`src/design/drpu_pkg.sv`:
```
`default_nettype none

package drpu_pkg;

  // operation codes
  localparam logic [1:0] OP_MOVE = 2'd0;
  localparam logic [1:0] OP_TURN = 2'd1;
  localparam logic [1:0] OP_SET  = 2'd2;

  localparam int CORDIC_STEPS = 16;
  localparam int ATAN_ENTRIES = 24;
  localparam int NUM_ITER = (CORDIC_STEPS < ATAN_ENTRIES) ? CORDIC_STEPS : ATAN_ENTRIES;
  localparam int IDX_W = $clog2(NUM_ITER);
  localparam int ATAN_IDX_W = 5;

  // gain compensation 0.60725..., Q0.32, split for two 32x17 products
  localparam logic [15:0] GAIN_HI = 16'h9B74;
  localparam logic [15:0] GAIN_LO = 16'hEDA8;

  localparam int VEC_W   = 50;  // CORDIC vector, 32 fraction bits
  localparam int ANG_W   = 26;  // angle accumulator, 2^24 per turn
  localparam int DELTA_W = 35;  // rounded Q16.16 step
  localparam int SUM_W   = 36;  // position plus step before saturation

  typedef struct packed {
    logic [1:0]         operation;
    logic signed [31:0] distance;
    logic [15:0]        turn_amount;
    logic signed [31:0] new_x;
    logic signed [31:0] new_y;
    logic [15:0]        new_heading;
  } drpu_cmd_t;

  typedef struct packed {
    logic signed [31:0] pos_x;
    logic signed [31:0] pos_y;
    logic [15:0]        heading;
  } drpu_pose_t;

  // controller to datapath commands
  typedef struct packed {
    logic             load;
    logic             mul_lo;
    logic             mul_hi;
    logic             step;
    logic             round;
    logic             write;
    logic [IDX_W-1:0] step_idx;
  } drpu_ctl_t;

  // round(atan(2^-i) * 2^24 / 2pi)
  function automatic logic [22:0] atan_entry(input logic [ATAN_IDX_W-1:0] i);
    logic [22:0] a;
    case (i)
      5'd0:  a = 23'd2097152;
      5'd1:  a = 23'd1238021;
      5'd2:  a = 23'd654136;
      5'd3:  a = 23'd332050;
      5'd4:  a = 23'd166669;
      5'd5:  a = 23'd83416;
      5'd6:  a = 23'd41718;
      5'd7:  a = 23'd20860;
      5'd8:  a = 23'd10430;
      5'd9:  a = 23'd5215;
      5'd10: a = 23'd2608;
      5'd11: a = 23'd1304;
      5'd12: a = 23'd652;
      5'd13: a = 23'd326;
      5'd14: a = 23'd163;
      5'd15: a = 23'd81;
      5'd16: a = 23'd41;
      5'd17: a = 23'd20;
      5'd18: a = 23'd10;
      5'd19: a = 23'd5;
      5'd20: a = 23'd3;
      5'd21: a = 23'd1;
      5'd22: a = 23'd1;
      default: a = 23'd0;
    endcase
    return a;
  endfunction

endpackage

`default_nettype wire

```
`src/design/drpu_ctrl.sv`:
```
`default_nettype none

module drpu_ctrl (
  input  wire logic                 clk,
  input  wire logic                 rst,
  input  wire logic                 cmd_valid,
  input  wire logic [1:0]           operation,
  output logic                      cmd_stall,
  input  wire logic                 pose_stall,
  output logic                      pose_valid,
  output drpu_pkg::drpu_ctl_t       ctl
);

  localparam logic [2:0] S_IDLE  = 3'd0;
  localparam logic [2:0] S_MULLO = 3'd1;
  localparam logic [2:0] S_MULHI = 3'd2;
  localparam logic [2:0] S_ITER  = 3'd3;
  localparam logic [2:0] S_RND   = 3'd4;
  localparam logic [2:0] S_WB    = 3'd5;

  logic [2:0]                 state, state_next;
  logic [drpu_pkg::IDX_W-1:0] idx, idx_next;
  logic                       accept, wb_fire, last_step;

  assign cmd_stall = (state != S_IDLE);
  assign accept    = cmd_valid && (state == S_IDLE);
  assign wb_fire   = (state == S_WB) && (!pose_valid || !pose_stall);
  assign last_step = (idx == drpu_pkg::IDX_W'(drpu_pkg::NUM_ITER - 1));

  always_comb begin
    state_next = state;
    idx_next   = idx;
    case (state)
      S_IDLE: begin
        if (accept) begin
          state_next = (operation == drpu_pkg::OP_MOVE) ? S_MULLO : S_WB;
        end
      end
      S_MULLO: state_next = S_MULHI;
      S_MULHI: begin
        state_next = S_ITER;
        idx_next   = '0;
      end
      S_ITER: begin
        if (last_step) begin
          state_next = S_RND;
        end else begin
          idx_next = idx + 1'b1;
        end
      end
      S_RND: state_next = S_WB;
      S_WB: begin
        if (wb_fire) begin
          state_next = S_IDLE;
        end
      end
      default: state_next = S_IDLE;
    endcase
  end

  always_comb begin
    ctl          = '0;
    ctl.load     = accept;
    ctl.mul_lo   = (state == S_MULLO);
    ctl.mul_hi   = (state == S_MULHI);
    ctl.step     = (state == S_ITER);
    ctl.round    = (state == S_RND);
    ctl.write    = wb_fire;
    ctl.step_idx = idx;
  end

  always_ff @(posedge clk) begin
    if (rst) begin
      state      <= S_IDLE;
      idx        <= '0;
      pose_valid <= 1'b0;
    end else begin
      state <= state_next;
      idx   <= idx_next;
      if (wb_fire) begin
        pose_valid <= 1'b1;
      end else if (!pose_stall) begin
        pose_valid <= 1'b0;
      end
    end
  end

endmodule

`default_nettype wire

```
`src/design/drpu_dpath.sv`:
```
`default_nettype none

module drpu_dpath (
  input  wire logic                 clk,
  input  wire logic                 rst,
  input  wire drpu_pkg::drpu_ctl_t  ctl,
  input  wire drpu_pkg::drpu_cmd_t  cmd,
  output drpu_pkg::drpu_pose_t      pose
);

  localparam int VW = drpu_pkg::VEC_W;
  localparam int AW = drpu_pkg::ANG_W;
  localparam int DW = drpu_pkg::DELTA_W;
  localparam int SW = drpu_pkg::SUM_W;

  drpu_pkg::drpu_cmd_t     item;
  logic signed [31:0]      cur_x, cur_y;
  logic [15:0]             cur_heading;

  logic signed [47:0]      plo;
  logic signed [VW-1:0]    vx, vy;
  logic signed [AW-1:0]    z;
  logic                    flip;
  logic signed [DW-1:0]    dx, dy;

  logic signed [48:0]      plo_full, phi;
  logic signed [16:0]      h_fold;
  logic signed [VW-1:0]    sx, sy;
  logic signed [AW-1:0]    atan_s;
  logic signed [VW:0]      rx, ry;
  logic signed [SW-1:0]    sum_x, sum_y;

  function automatic logic signed [31:0] sat32(input logic signed [SW-1:0] v);
    logic signed [31:0] r;
    if (v[SW-1:31] == {(SW-31){1'b0}} || v[SW-1:31] == {(SW-31){1'b1}}) begin
      r = v[31:0];
    end else if (v[SW-1]) begin
      r = 32'sh8000_0000;
    end else begin
      r = 32'sh7FFF_FFFF;
    end
    return r;
  endfunction

  // gain products, 32 x 17 each
  assign plo_full = {{17{item.distance[31]}}, item.distance} * {33'd0, drpu_pkg::GAIN_LO};
  assign phi      = {{17{item.distance[31]}}, item.distance} * {33'd0, drpu_pkg::GAIN_HI};

  // fold heading into a half turn around zero
  always_comb begin
    h_fold = {cur_heading[15], cur_heading};
    if (h_fold > 17'sd16384) begin
      h_fold = h_fold - 17'sd32768;
    end else if (h_fold < -17'sd16384) begin
      h_fold = h_fold + 17'sd32768;
    end
  end

  assign sx     = vx >>> ctl.step_idx;
  assign sy     = vy >>> ctl.step_idx;
  assign atan_s = AW'(drpu_pkg::atan_entry(drpu_pkg::ATAN_IDX_W'(ctl.step_idx)));

  assign rx = (flip ? -{vx[VW-1], vx} : {vx[VW-1], vx}) + (VW+1)'(32768);
  assign ry = (flip ? -{vy[VW-1], vy} : {vy[VW-1], vy}) + (VW+1)'(32768);

  assign sum_x = {{(SW-32){cur_x[31]}}, cur_x} + {{(SW-DW){dx[DW-1]}}, dx};
  assign sum_y = {{(SW-32){cur_y[31]}}, cur_y} + {{(SW-DW){dy[DW-1]}}, dy};

  always_ff @(posedge clk) begin
    if (ctl.load) begin
      item <= cmd;
    end
    if (ctl.mul_lo) begin
      plo <= plo_full[47:0];
    end
    if (ctl.mul_hi) begin
      vx   <= {phi[48], phi} + {{(VW-48){plo[47]}}, (plo >>> 16)};
      vy   <= '0;
      z    <= {{(AW-25){h_fold[16]}}, h_fold, 8'd0};
      flip <= (h_fold != {cur_heading[15], cur_heading});
    end
    if (ctl.step) begin
      if (!z[AW-1]) begin
        vx <= vx - sy;
        vy <= vy + sx;
        z  <= z - atan_s;
      end else begin
        vx <= vx + sy;
        vy <= vy - sx;
        z  <= z + atan_s;
      end
    end
    if (ctl.round) begin
      dx <= rx[VW:16];
      dy <= ry[VW:16];
    end
  end

  always_ff @(posedge clk) begin
    if (rst) begin
      cur_x       <= '0;
      cur_y       <= '0;
      cur_heading <= '0;
    end else if (ctl.write) begin
      case (item.operation)
        drpu_pkg::OP_MOVE: begin
          cur_x <= sat32(sum_x);
          cur_y <= sat32(sum_y);
        end
        drpu_pkg::OP_TURN: cur_heading <= cur_heading + item.turn_amount;
        drpu_pkg::OP_SET: begin
          cur_x       <= item.new_x;
          cur_y       <= item.new_y;
          cur_heading <= item.new_heading;
        end
        default: ;
      endcase
    end
  end

  // pose only changes when the output holds nothing untaken
  assign pose.pos_x   = cur_x;
  assign pose.pos_y   = cur_y;
  assign pose.heading = cur_heading;

endmodule

`default_nettype wire

```
`src/design/dead_reckoning_pose_update.sv`:
```
// channel | direction | handshake             | payload
// cmd     | in        | cmd_valid/cmd_stall   | drpu_cmd_t  (operation, distance, ...)
// pose    | out       | pose_valid/pose_stall | drpu_pose_t (pos_x, pos_y, heading)
//
// Move: gain multiply in two halves, one micro-rotation per cycle, rounding,
//   write-back. A new item is taken only once the previous one has been written back.
// Turn, set and undefined codes: go from acceptance straight to write-back.
// Reset (rst, synchronous) zeroes the pose and empties the output register.
// A stalled result holds; the next item runs up to write-back and waits there.
`default_nettype none

module dead_reckoning_pose_update (
  input  wire logic                 clk,
  input  wire logic                 rst,
  input  wire logic                 cmd_valid,
  output logic                      cmd_stall,
  input  wire drpu_pkg::drpu_cmd_t  cmd,
  output logic                      pose_valid,
  input  wire logic                 pose_stall,
  output drpu_pkg::drpu_pose_t      pose
);

  drpu_pkg::drpu_ctl_t ctl;

  // sequencer: one item at a time, steps the CORDIC, gates write-back
  drpu_ctrl u_ctrl (
    .clk        (clk),
    .rst        (rst),
    .cmd_valid  (cmd_valid),
    .operation  (cmd.operation),
    .cmd_stall  (cmd_stall),
    .pose_stall (pose_stall),
    .pose_valid (pose_valid),
    .ctl        (ctl)
  );

  // pose registers, gain multiply, CORDIC rotator, rounding and saturation
  drpu_dpath u_dpath (
    .clk  (clk),
    .rst  (rst),
    .ctl  (ctl),
    .cmd  (cmd),
    .pose (pose)
  );

endmodule

`default_nettype wire

```
`config.mk`:
```
export PLATFORM = sky130hd
export DESIGN_NAME = dead_reckoning_pose_update
export DESIGN_NICKNAME = d
export VERILOG_FILES = /design/src/design/drpu_pkg.sv /design/src/design/drpu_ctrl.sv /design/src/design/drpu_dpath.sv /design/src/design/dead_reckoning_pose_update.sv
export SDC_FILE = /design/constraint.sdc
export NUM_CORES = 2
export LEC_CHECK = 0
export BUFFER_PORTS_ARGS = -buffer_cell sky130_fd_sc_hd__buf_4
export CORE_UTILIZATION = 45
export CTS_CLUSTER_DIAMETER = 100
export DETAILED_ROUTE_END_ITERATION = 10
export MAX_ROUTING_LAYER = met4
export PLACE_DENSITY_LB_ADDON = 0.05
export SLEW_MARGIN = 20
export SYNTH_ARGS = -nofsm -noshare
export SYNTH_HDL_FRONTEND = slang
export SYNTH_SLANG_ARGS = --single-unit
```
`constraint.sdc`:
```
create_clock -name clk -period 20 [get_ports clk]
set_input_delay 1 -clock clk [delete_from_list [all_inputs] [get_ports clk]]
set_output_delay 1 -clock clk [all_outputs]
set_load 0.01 [all_outputs]
```
# Word level (Yosys, flattened, before mapping)

Memories as Yosys holds them, arrays and structs flattened. A register that Yosys moved wholly into a read port is not among the register bits.
Index checks and enable logic that the tools add are counted.

Equal/unequal tests: 16
Muxes and demuxes: 31
Magnitude comparators: 2
Multiply operators: 2
Div/mod/pow operators: 0
Reduce and logical (&&, ||, !) cells: 20
Bitwise operators: 0
Shifts and indexed selects: 2
Add/subtract/negate cells: 17

Operators with widths:

| operator               | count |
|---|---|
| $mux 50                | 6 |
| $mux 32                | 4 |
| $pmux 32 s2            | 2 |
| $add 51x16->51 const B | 2 |
| $mux 51                | 2 |
| $neg 51->51            | 2 |
| $add 50x50->50         | 2 |
| $sshr 50x4->50         | 2 |
| $sub 50x50->50         | 2 |
| $mux 26                | 3 |
| $add 32x35->36         | 2 |
| $add 49x32->50         | 1 |
| $mul 49x13->45 const B | 1 |
| $mul 49x14->47 const B | 1 |
| $mux 17                | 2 |
| $pmux 16 s2            | 1 |
| $add 26x24->26         | 1 |
| $sub 26x24->26         | 1 |
| $pmux 3 s6             | 1 |
| $add 16x17->17 const B | 1 |
| $ne 17x17->1           | 1 |
| $sub 16x17->17 const B | 1 |
| $add 16x16->16         | 1 |
| $gt 16x16->1 const B   | 1 |
| 25 further kinds       | 47 |

Latch bits: 0
Bits in writable memories: 0
Bits of input ports: 134
Bits in registers: 460
Bits in read-only memories: 352
Memories: 1

Memories:

| memory           | depth | width | rd ports | clocked after memory_dff | wr ports | RTL line       | RTL |
|---|---|---|---|---|---|---|---|
| (name not given) | 16    | 22    | 1        | 1                        | 0        | drpu_pkg.sv:54 | `case (i)` |

# Longest topological paths before layout

Word-level depth: 5
Depth in mapped cells: 39

# By module

From an unflattened synthesis, not the netlist that was laid out.

Cells, all modules: 5974
Area, all modules: 55067.8 um2

By module, submodules not included:

| module     | cells each | times used | area an instance (um2) |
|---|---|---|---|
| drpu_dpath | 5917       | 1          | 54607.4 |
| drpu_ctrl  | 57         | 1          | 460.4 |

# Worst setup path after synthesis

OpenSTA, ideal clock, no wires.

Path type: register to register
Start point: register u_dpath.item[103] in the netlist's numbering
End point: register u_dpath.vx[44], data pin
Slack: 11.483 ns
Arrival: 8.248 ns
Period minus slack after synthesis: 8.517 ns
Buffers on the path: 0
Stages on the path, launching flop included: 35
Path through: edfxtp_1 inv_1 fa_1 inv_1 ha_1 fa_1 inv_1 fa_1 inv_1 fa_1 inv_1 fa_1 inv_1 ha_1 o21ai_0 nor2_1 a2111oi_0 nor2_1 nor2_1 o21ai_0 and3_1 or2_2 a31o_2 a21oi_1 xnor2_1 ha_1 and3_1 o41ai_1 o21ai_1 a31oi_1 o31ai_1 a211o_1 a21oi_1 xor2_1 o21ai_0

Word-level cells in the longest chain between the ends: 4

Ends and longest elaborated chain:

| item                     | RTL line         | RTL |
|---|---|---|
| start: declaration       | drpu_dpath.sv:16 | `drpu_pkg::drpu_cmd_t item;` |
| start signal: assignment | drpu_dpath.sv:71 | `item <= cmd;` |
| $mul 49x14->47           | drpu_dpath.sv:47 | `assign phi = {{17{item.distance[31]}}, item.distance} * {33'd0, drpu_pkg::GAIN_HI};` |
| $add 49x32->50           | drpu_dpath.sv:77 | `vx <= {phi[48], phi} + {{(VW-48){plo[47]}}, (plo >>> 16)};` |
| $mux 50                  | drpu_dpath.sv:76 | `if (ctl.mul_hi) begin` |
| $mux 50                  | drpu_dpath.sv:82 | `if (ctl.step) begin` |
| end signal: assignment   | drpu_dpath.sv:77 |  |
| end signal: assignment   | drpu_dpath.sv:84 | `vx <= vx - sy;` |
| end signal: assignment   | drpu_dpath.sv:88 | `vx <= vx + sy;` |
| end: declaration         | drpu_dpath.sv:21 | `logic signed [VW-1:0] vx, vy;` |

Every way passes these cells. The select of a mux whose other input is x is not followed.
A chain may end at the register's enable or synchronous reset.

# Worst setup path in the final report

Start point: register u_dpath.item[103] in the netlist's numbering
End point: register u_dpath.vx[49], data pin

The elaborated chain is that of the path after synthesis.

==> results.txt <==
Netlist area before placement: 55300 um^2. The largest driver fanout on the critical path is 9. Element type at the critical path start: a register. Final setup violation count: 0.

Derived from the worst setup path, the maximum achievable clock frequency is 99.1 MHz. Number of global-route vias before repair: 43800. Clock-pin slew was measured on the worst setup and hold paths at 0.06 ns. Using the TritonRoute via totals, the vias-per-cell ratio works out to 5.61. The total grt overflow is 0, and the wire length per cell after detailed routing is 20.7 um.

The run gives 7114 as the post-layout net count. In this design, the critical path's most frequently occurring cell is sky130_fd_sc_hd__inv_1. Share of synthesized registers carrying an async set or reset: 0.

The clock reaches the later pin of the worst-skew pair after 0.71 ns. The number of clock buffers added by TritonCTS is 61. The final clock period utilization by the worst path is 0.504, and the data arrival time at the worst-slack endpoint is 10.47 ns. The worst register-to-register path begins at u_dpath.item[103]. After floorplanning, the core was divided into 128 placement rows. The logs give 3 for the maximum clock insertion buffer count and 2845 for the violation count after the first detailed-route iteration. The count of boundary I/O pins was 216; the total vias in the final route was 43500. For the core occupancy in the finished layout, the log shows 0.497. The delay of the slowest cell on the worst path came out at 0.79 ns. The critical path in this run is classified as reg -> reg. The H-tree generated during clock tree synthesis spans 2 levels. The run gives 0 as the max-capacitance violation count.

The clock sink count is 469. For the global-route usage over all layers, the log shows 0.263. The number of antenna violations at the first check in global routing is 0.

The synthesized design contains 359 enable-type register cells. The count of hold buffers inserted by post-cts repair is 0. In the synthesized netlist, the cells that appear most often are sky130_fd_sc_hd__inv_1 (639), sky130_fd_sc_hd__ha_1 (552), sky130_fd_sc_hd__a21oi_1 (452), sky130_fd_sc_hd__nor2_1 (450), sky130_fd_sc_hd__nand2_1 (418). The logs give 0.299 for the headroom to the max-slew limit and 124000 um^2 for the total die area. Tracing the worst setup path back leads to its startpoint at u_dpath.item[103].

The total nets after synthesis came out at 7025. The slew at the pin closest to its max-slew limit was 1.05 ns. The count of port buffers added during placement is 215. The wire length of the first global-routing pass was 251000 um; the maximum number of pins on one net before global-route repair was 101. In the post-synthesis netlist, the biggest area contributors are sky130_fd_sc_hd__edfxtp_1 (19%), sky130_fd_sc_hd__fa_1 (13%), sky130_fd_sc_hd__ha_1 (12%).

Compared with the post-synthesis result, the final layout area differs by 9.44%. The worst register-to-register path ends at u_dpath.vx[49]. The proportion of netlist area held by the largest area contributor was 0.195; the data required time of the worst path was 20.38 ns.

For this run, design rule violations remaining after detail routing come to 0. After synthesis the netlist holds a flip-flop and latch count of 469. For the core outline area, the log shows 122000 um^2. The remaining number of nets flagged by the antenna check after routing is 0. The primary flip-flop cell chosen by synthesis mapping was sky130_fd_sc_hd__edfxtp_1.

After clock tree synthesis, the setup repair step added 0 buffers. Gates resized during post-CTS repair numbered 0. The number of slew-limit violations in the final report is 0, and the number of iterations in the first detailed-routing pass is 5. The number of warnings reported in the yosys synthesis log was 0; the half-perimeter wire length after detailed placement was 128000 um. The final count of hold timing violations is 0.

The number of antenna repair diodes came out at 0. Of all cell types, the one taking the most synthesized area is sky130_fd_sc_hd__edfxtp_1. The starting utilization of the core area was 0.454; the number of distinct library cells after synthesis was 105. Sequential cell area fraction in the yosys report: 0.235. The run finished with clean final reports.

For the setup TNS after final layout, the log shows 0 ns. Summed over all layers, the routed wires come to 160000 um. The most critical setup path has its endpoint at u_dpath.vx[49]. The worst register-to-register path has a setup slack of 9.91 ns.

In the post-synthesis netlist, the cell with the most instances is sky130_fd_sc_hd__inv_1. A synthesized cell averages 9.25 um^2. At the end of routability-driven placement, the weighted congestion stood at 0.963. In the synthesized netlist, the number of instances is 5977. The shortest period the worst path allows is 10.09 ns, and the width of the die is 353 um. Clock skew on the completed layout was measured at 0.0499 ns. Standard cell with the maximum stage delay on the critical path: sky130_fd_sc_hd__a2111oi_0. Setup repair after global routing left no endpoint under its margin. In this run the worst hold path is classified as in -> reg. The die outline height came out at 353 um. The tools report the buffer type at the clock tree root as sky130_fd_sc_hd__clkbuf_16. The share of final-layout standard cells stronger than drive strength 1 was 0.0986. The endpoint type of the worst setup path is a register. The path depth of the worst reg2reg path is 35. TritonCTS built the clock tree.
-- layout by cell type (no fill, tap or decap), types with 15 or more instances in the layout --
cell type,n
sky130_fd_sc_hd__inv_1,637
sky130_fd_sc_hd__ha_1,552
sky130_fd_sc_hd__a21oi_1,452
sky130_fd_sc_hd__nor2_1,447
sky130_fd_sc_hd__nand2_1,417
sky130_fd_sc_hd__o21ai_0,362
sky130_fd_sc_hd__fa_1,362
sky130_fd_sc_hd__edfxtp_1,359
sky130_fd_sc_hd__xnor2_1,325
sky130_fd_sc_hd__buf_4,259
sky130_fd_sc_hd__xor2_1,200
sky130_fd_sc_hd__a21o_1,185
sky130_fd_sc_hd__mux4_2,110
sky130_fd_sc_hd__dfxtp_1,106
sky130_fd_sc_hd__nand3_1,86
sky130_fd_sc_hd__nor3_1,83
sky130_fd_sc_hd__a31oi_1,74
sky130_fd_sc_hd__clkbuf_16,64
sky130_fd_sc_hd__mux2i_1,62
sky130_fd_sc_hd__and3_1,61
sky130_fd_sc_hd__o21a_1,60
sky130_fd_sc_hd__nand2b_1,58
sky130_fd_sc_hd__a211oi_1,55
sky130_fd_sc_hd__nor2b_1,53
sky130_fd_sc_hd__mux2_2,43
sky130_fd_sc_hd__nand4_1,42
sky130_fd_sc_hd__o31ai_1,40
sky130_fd_sc_hd__and2_1,39
sky130_fd_sc_hd__o21bai_1,39
sky130_fd_sc_hd__nor4_1,30
sky130_fd_sc_hd__or3_1,28
sky130_fd_sc_hd__or2_2,22
sky130_fd_sc_hd__o41ai_1,21
sky130_fd_sc_hd__o21ai_1,19
sky130_fd_sc_hd__a21boi_0,18
sky130_fd_sc_hd__o22ai_1,18
sky130_fd_sc_hd__o211ai_1,17
sky130_fd_sc_hd__a211o_1,17
sky130_fd_sc_hd__a31o_2,15
-- stage by stage --
stage / instance area [um^2] / hold slack [ns] / std cells / setup slack (ns)
finish: 60500 / 0.465 / 7743 / 9.91
global route: 60500 / 0.432 / 7743 / 9.07
CTS: 60500 / 0.413 / 7743 / 9.74
detailed placement: 58400 / 0.479 / 7628 / 9.83
global placement: 58400 / 0.469 / 7628 / 9.99
floorplan: 55300 / 0.455 / 5977 / 11.48
-- routing by layer --
layer  vias to the layer above  share of wire  GRT usage
li1                      21400              -          -
met1                     20900           0.45      0.335
met2                       980           0.48      0.438
met3                       236          0.042     0.0255
met4                         0          0.033     0.0833
met5                         -              0          -
-- final cells by class --
type / count / area [um^2]
Tap cell: 1625 / 2030
Timing Repair Buffer: 259 / 1940
Clock inverter: 30 / 370
Multi-Input combinational cell: 4632 / 39000
Clock buffer: 85 / 1770
Fill cell: 11600 / 61300
Inverter: 643 / 2420
Sequential cell: 469 / 13000
-- worst min path at each step --
stage / from / to / slack, ns / depth (start not counted)
2_1_floorplan: u_dpath.item[67] / u_dpath.cur_x[19] / 0.45 / 2
6_report: cmd[106] / u_dpath.item[106] / 0.47 / 1
4_1_cts: cmd[106] / u_dpath.item[106] / 0.41 / 1
3_3_place_gp: u_dpath.cur_x[0] / u_dpath.cur_x[0] / 0.47 / 2
3_5_place_dp: u_dpath.cur_x[0] / u_dpath.cur_x[0] / 0.48 / 2
5_1_grt: cmd[105] / u_dpath.item[105] / 0.43 / 1
-- state kept, by name, indices dropped and copies added, names as in the netlist --
signal	cells
u_dpath.item	130
u_dpath.atan_s	22
u_dpath.cur_heading	16
u_dpath.z	26
u_dpath.vy	50
u_dpath.cur_x	32
u_ctrl.idx	4
u_dpath.cur_y	32
u_dpath.plo	32
u_dpath.dy	35
u_dpath.dx	35
u_ctrl.pose_valid	1
u_dpath.vx	50
u_dpath.flip	1
u_ctrl.state	3
-- logic make-up (layout without fill, tap and decap cells) --
group	Yosys count	count (layout)	synth area share
adder cells (fa/ha/maj)	914	914	0.256
multiplexers	221	221	0.0662
buffers and inverters	876	1017	0.0612
flip-flops	469	469	0.235
XOR/XNOR	525	525	0.0831
AO/OA/AOI/OAI	1507	1507	0.170
AND/OR/NAND/NOR	1465	1465	0.128
-- worst max-delay path, delay by kind of cell, from the launching register on --
family | cells | cell delay [ns]
AND/OR/NAND/NOR | 8 | 1.44
XOR/XNOR | 1 | 0.09
buffers and inverters | 7 | 0.53
flip-flops | 1 | 0.71
AO/OA/AOI/OAI | 11 | 3.37
adder cells (fa/ha/maj) | 8 | 3.63
Power is left out: the tool's default activity adds up to more than one toggle a clock period on the data nets, which glitch-free logic cannot reach.
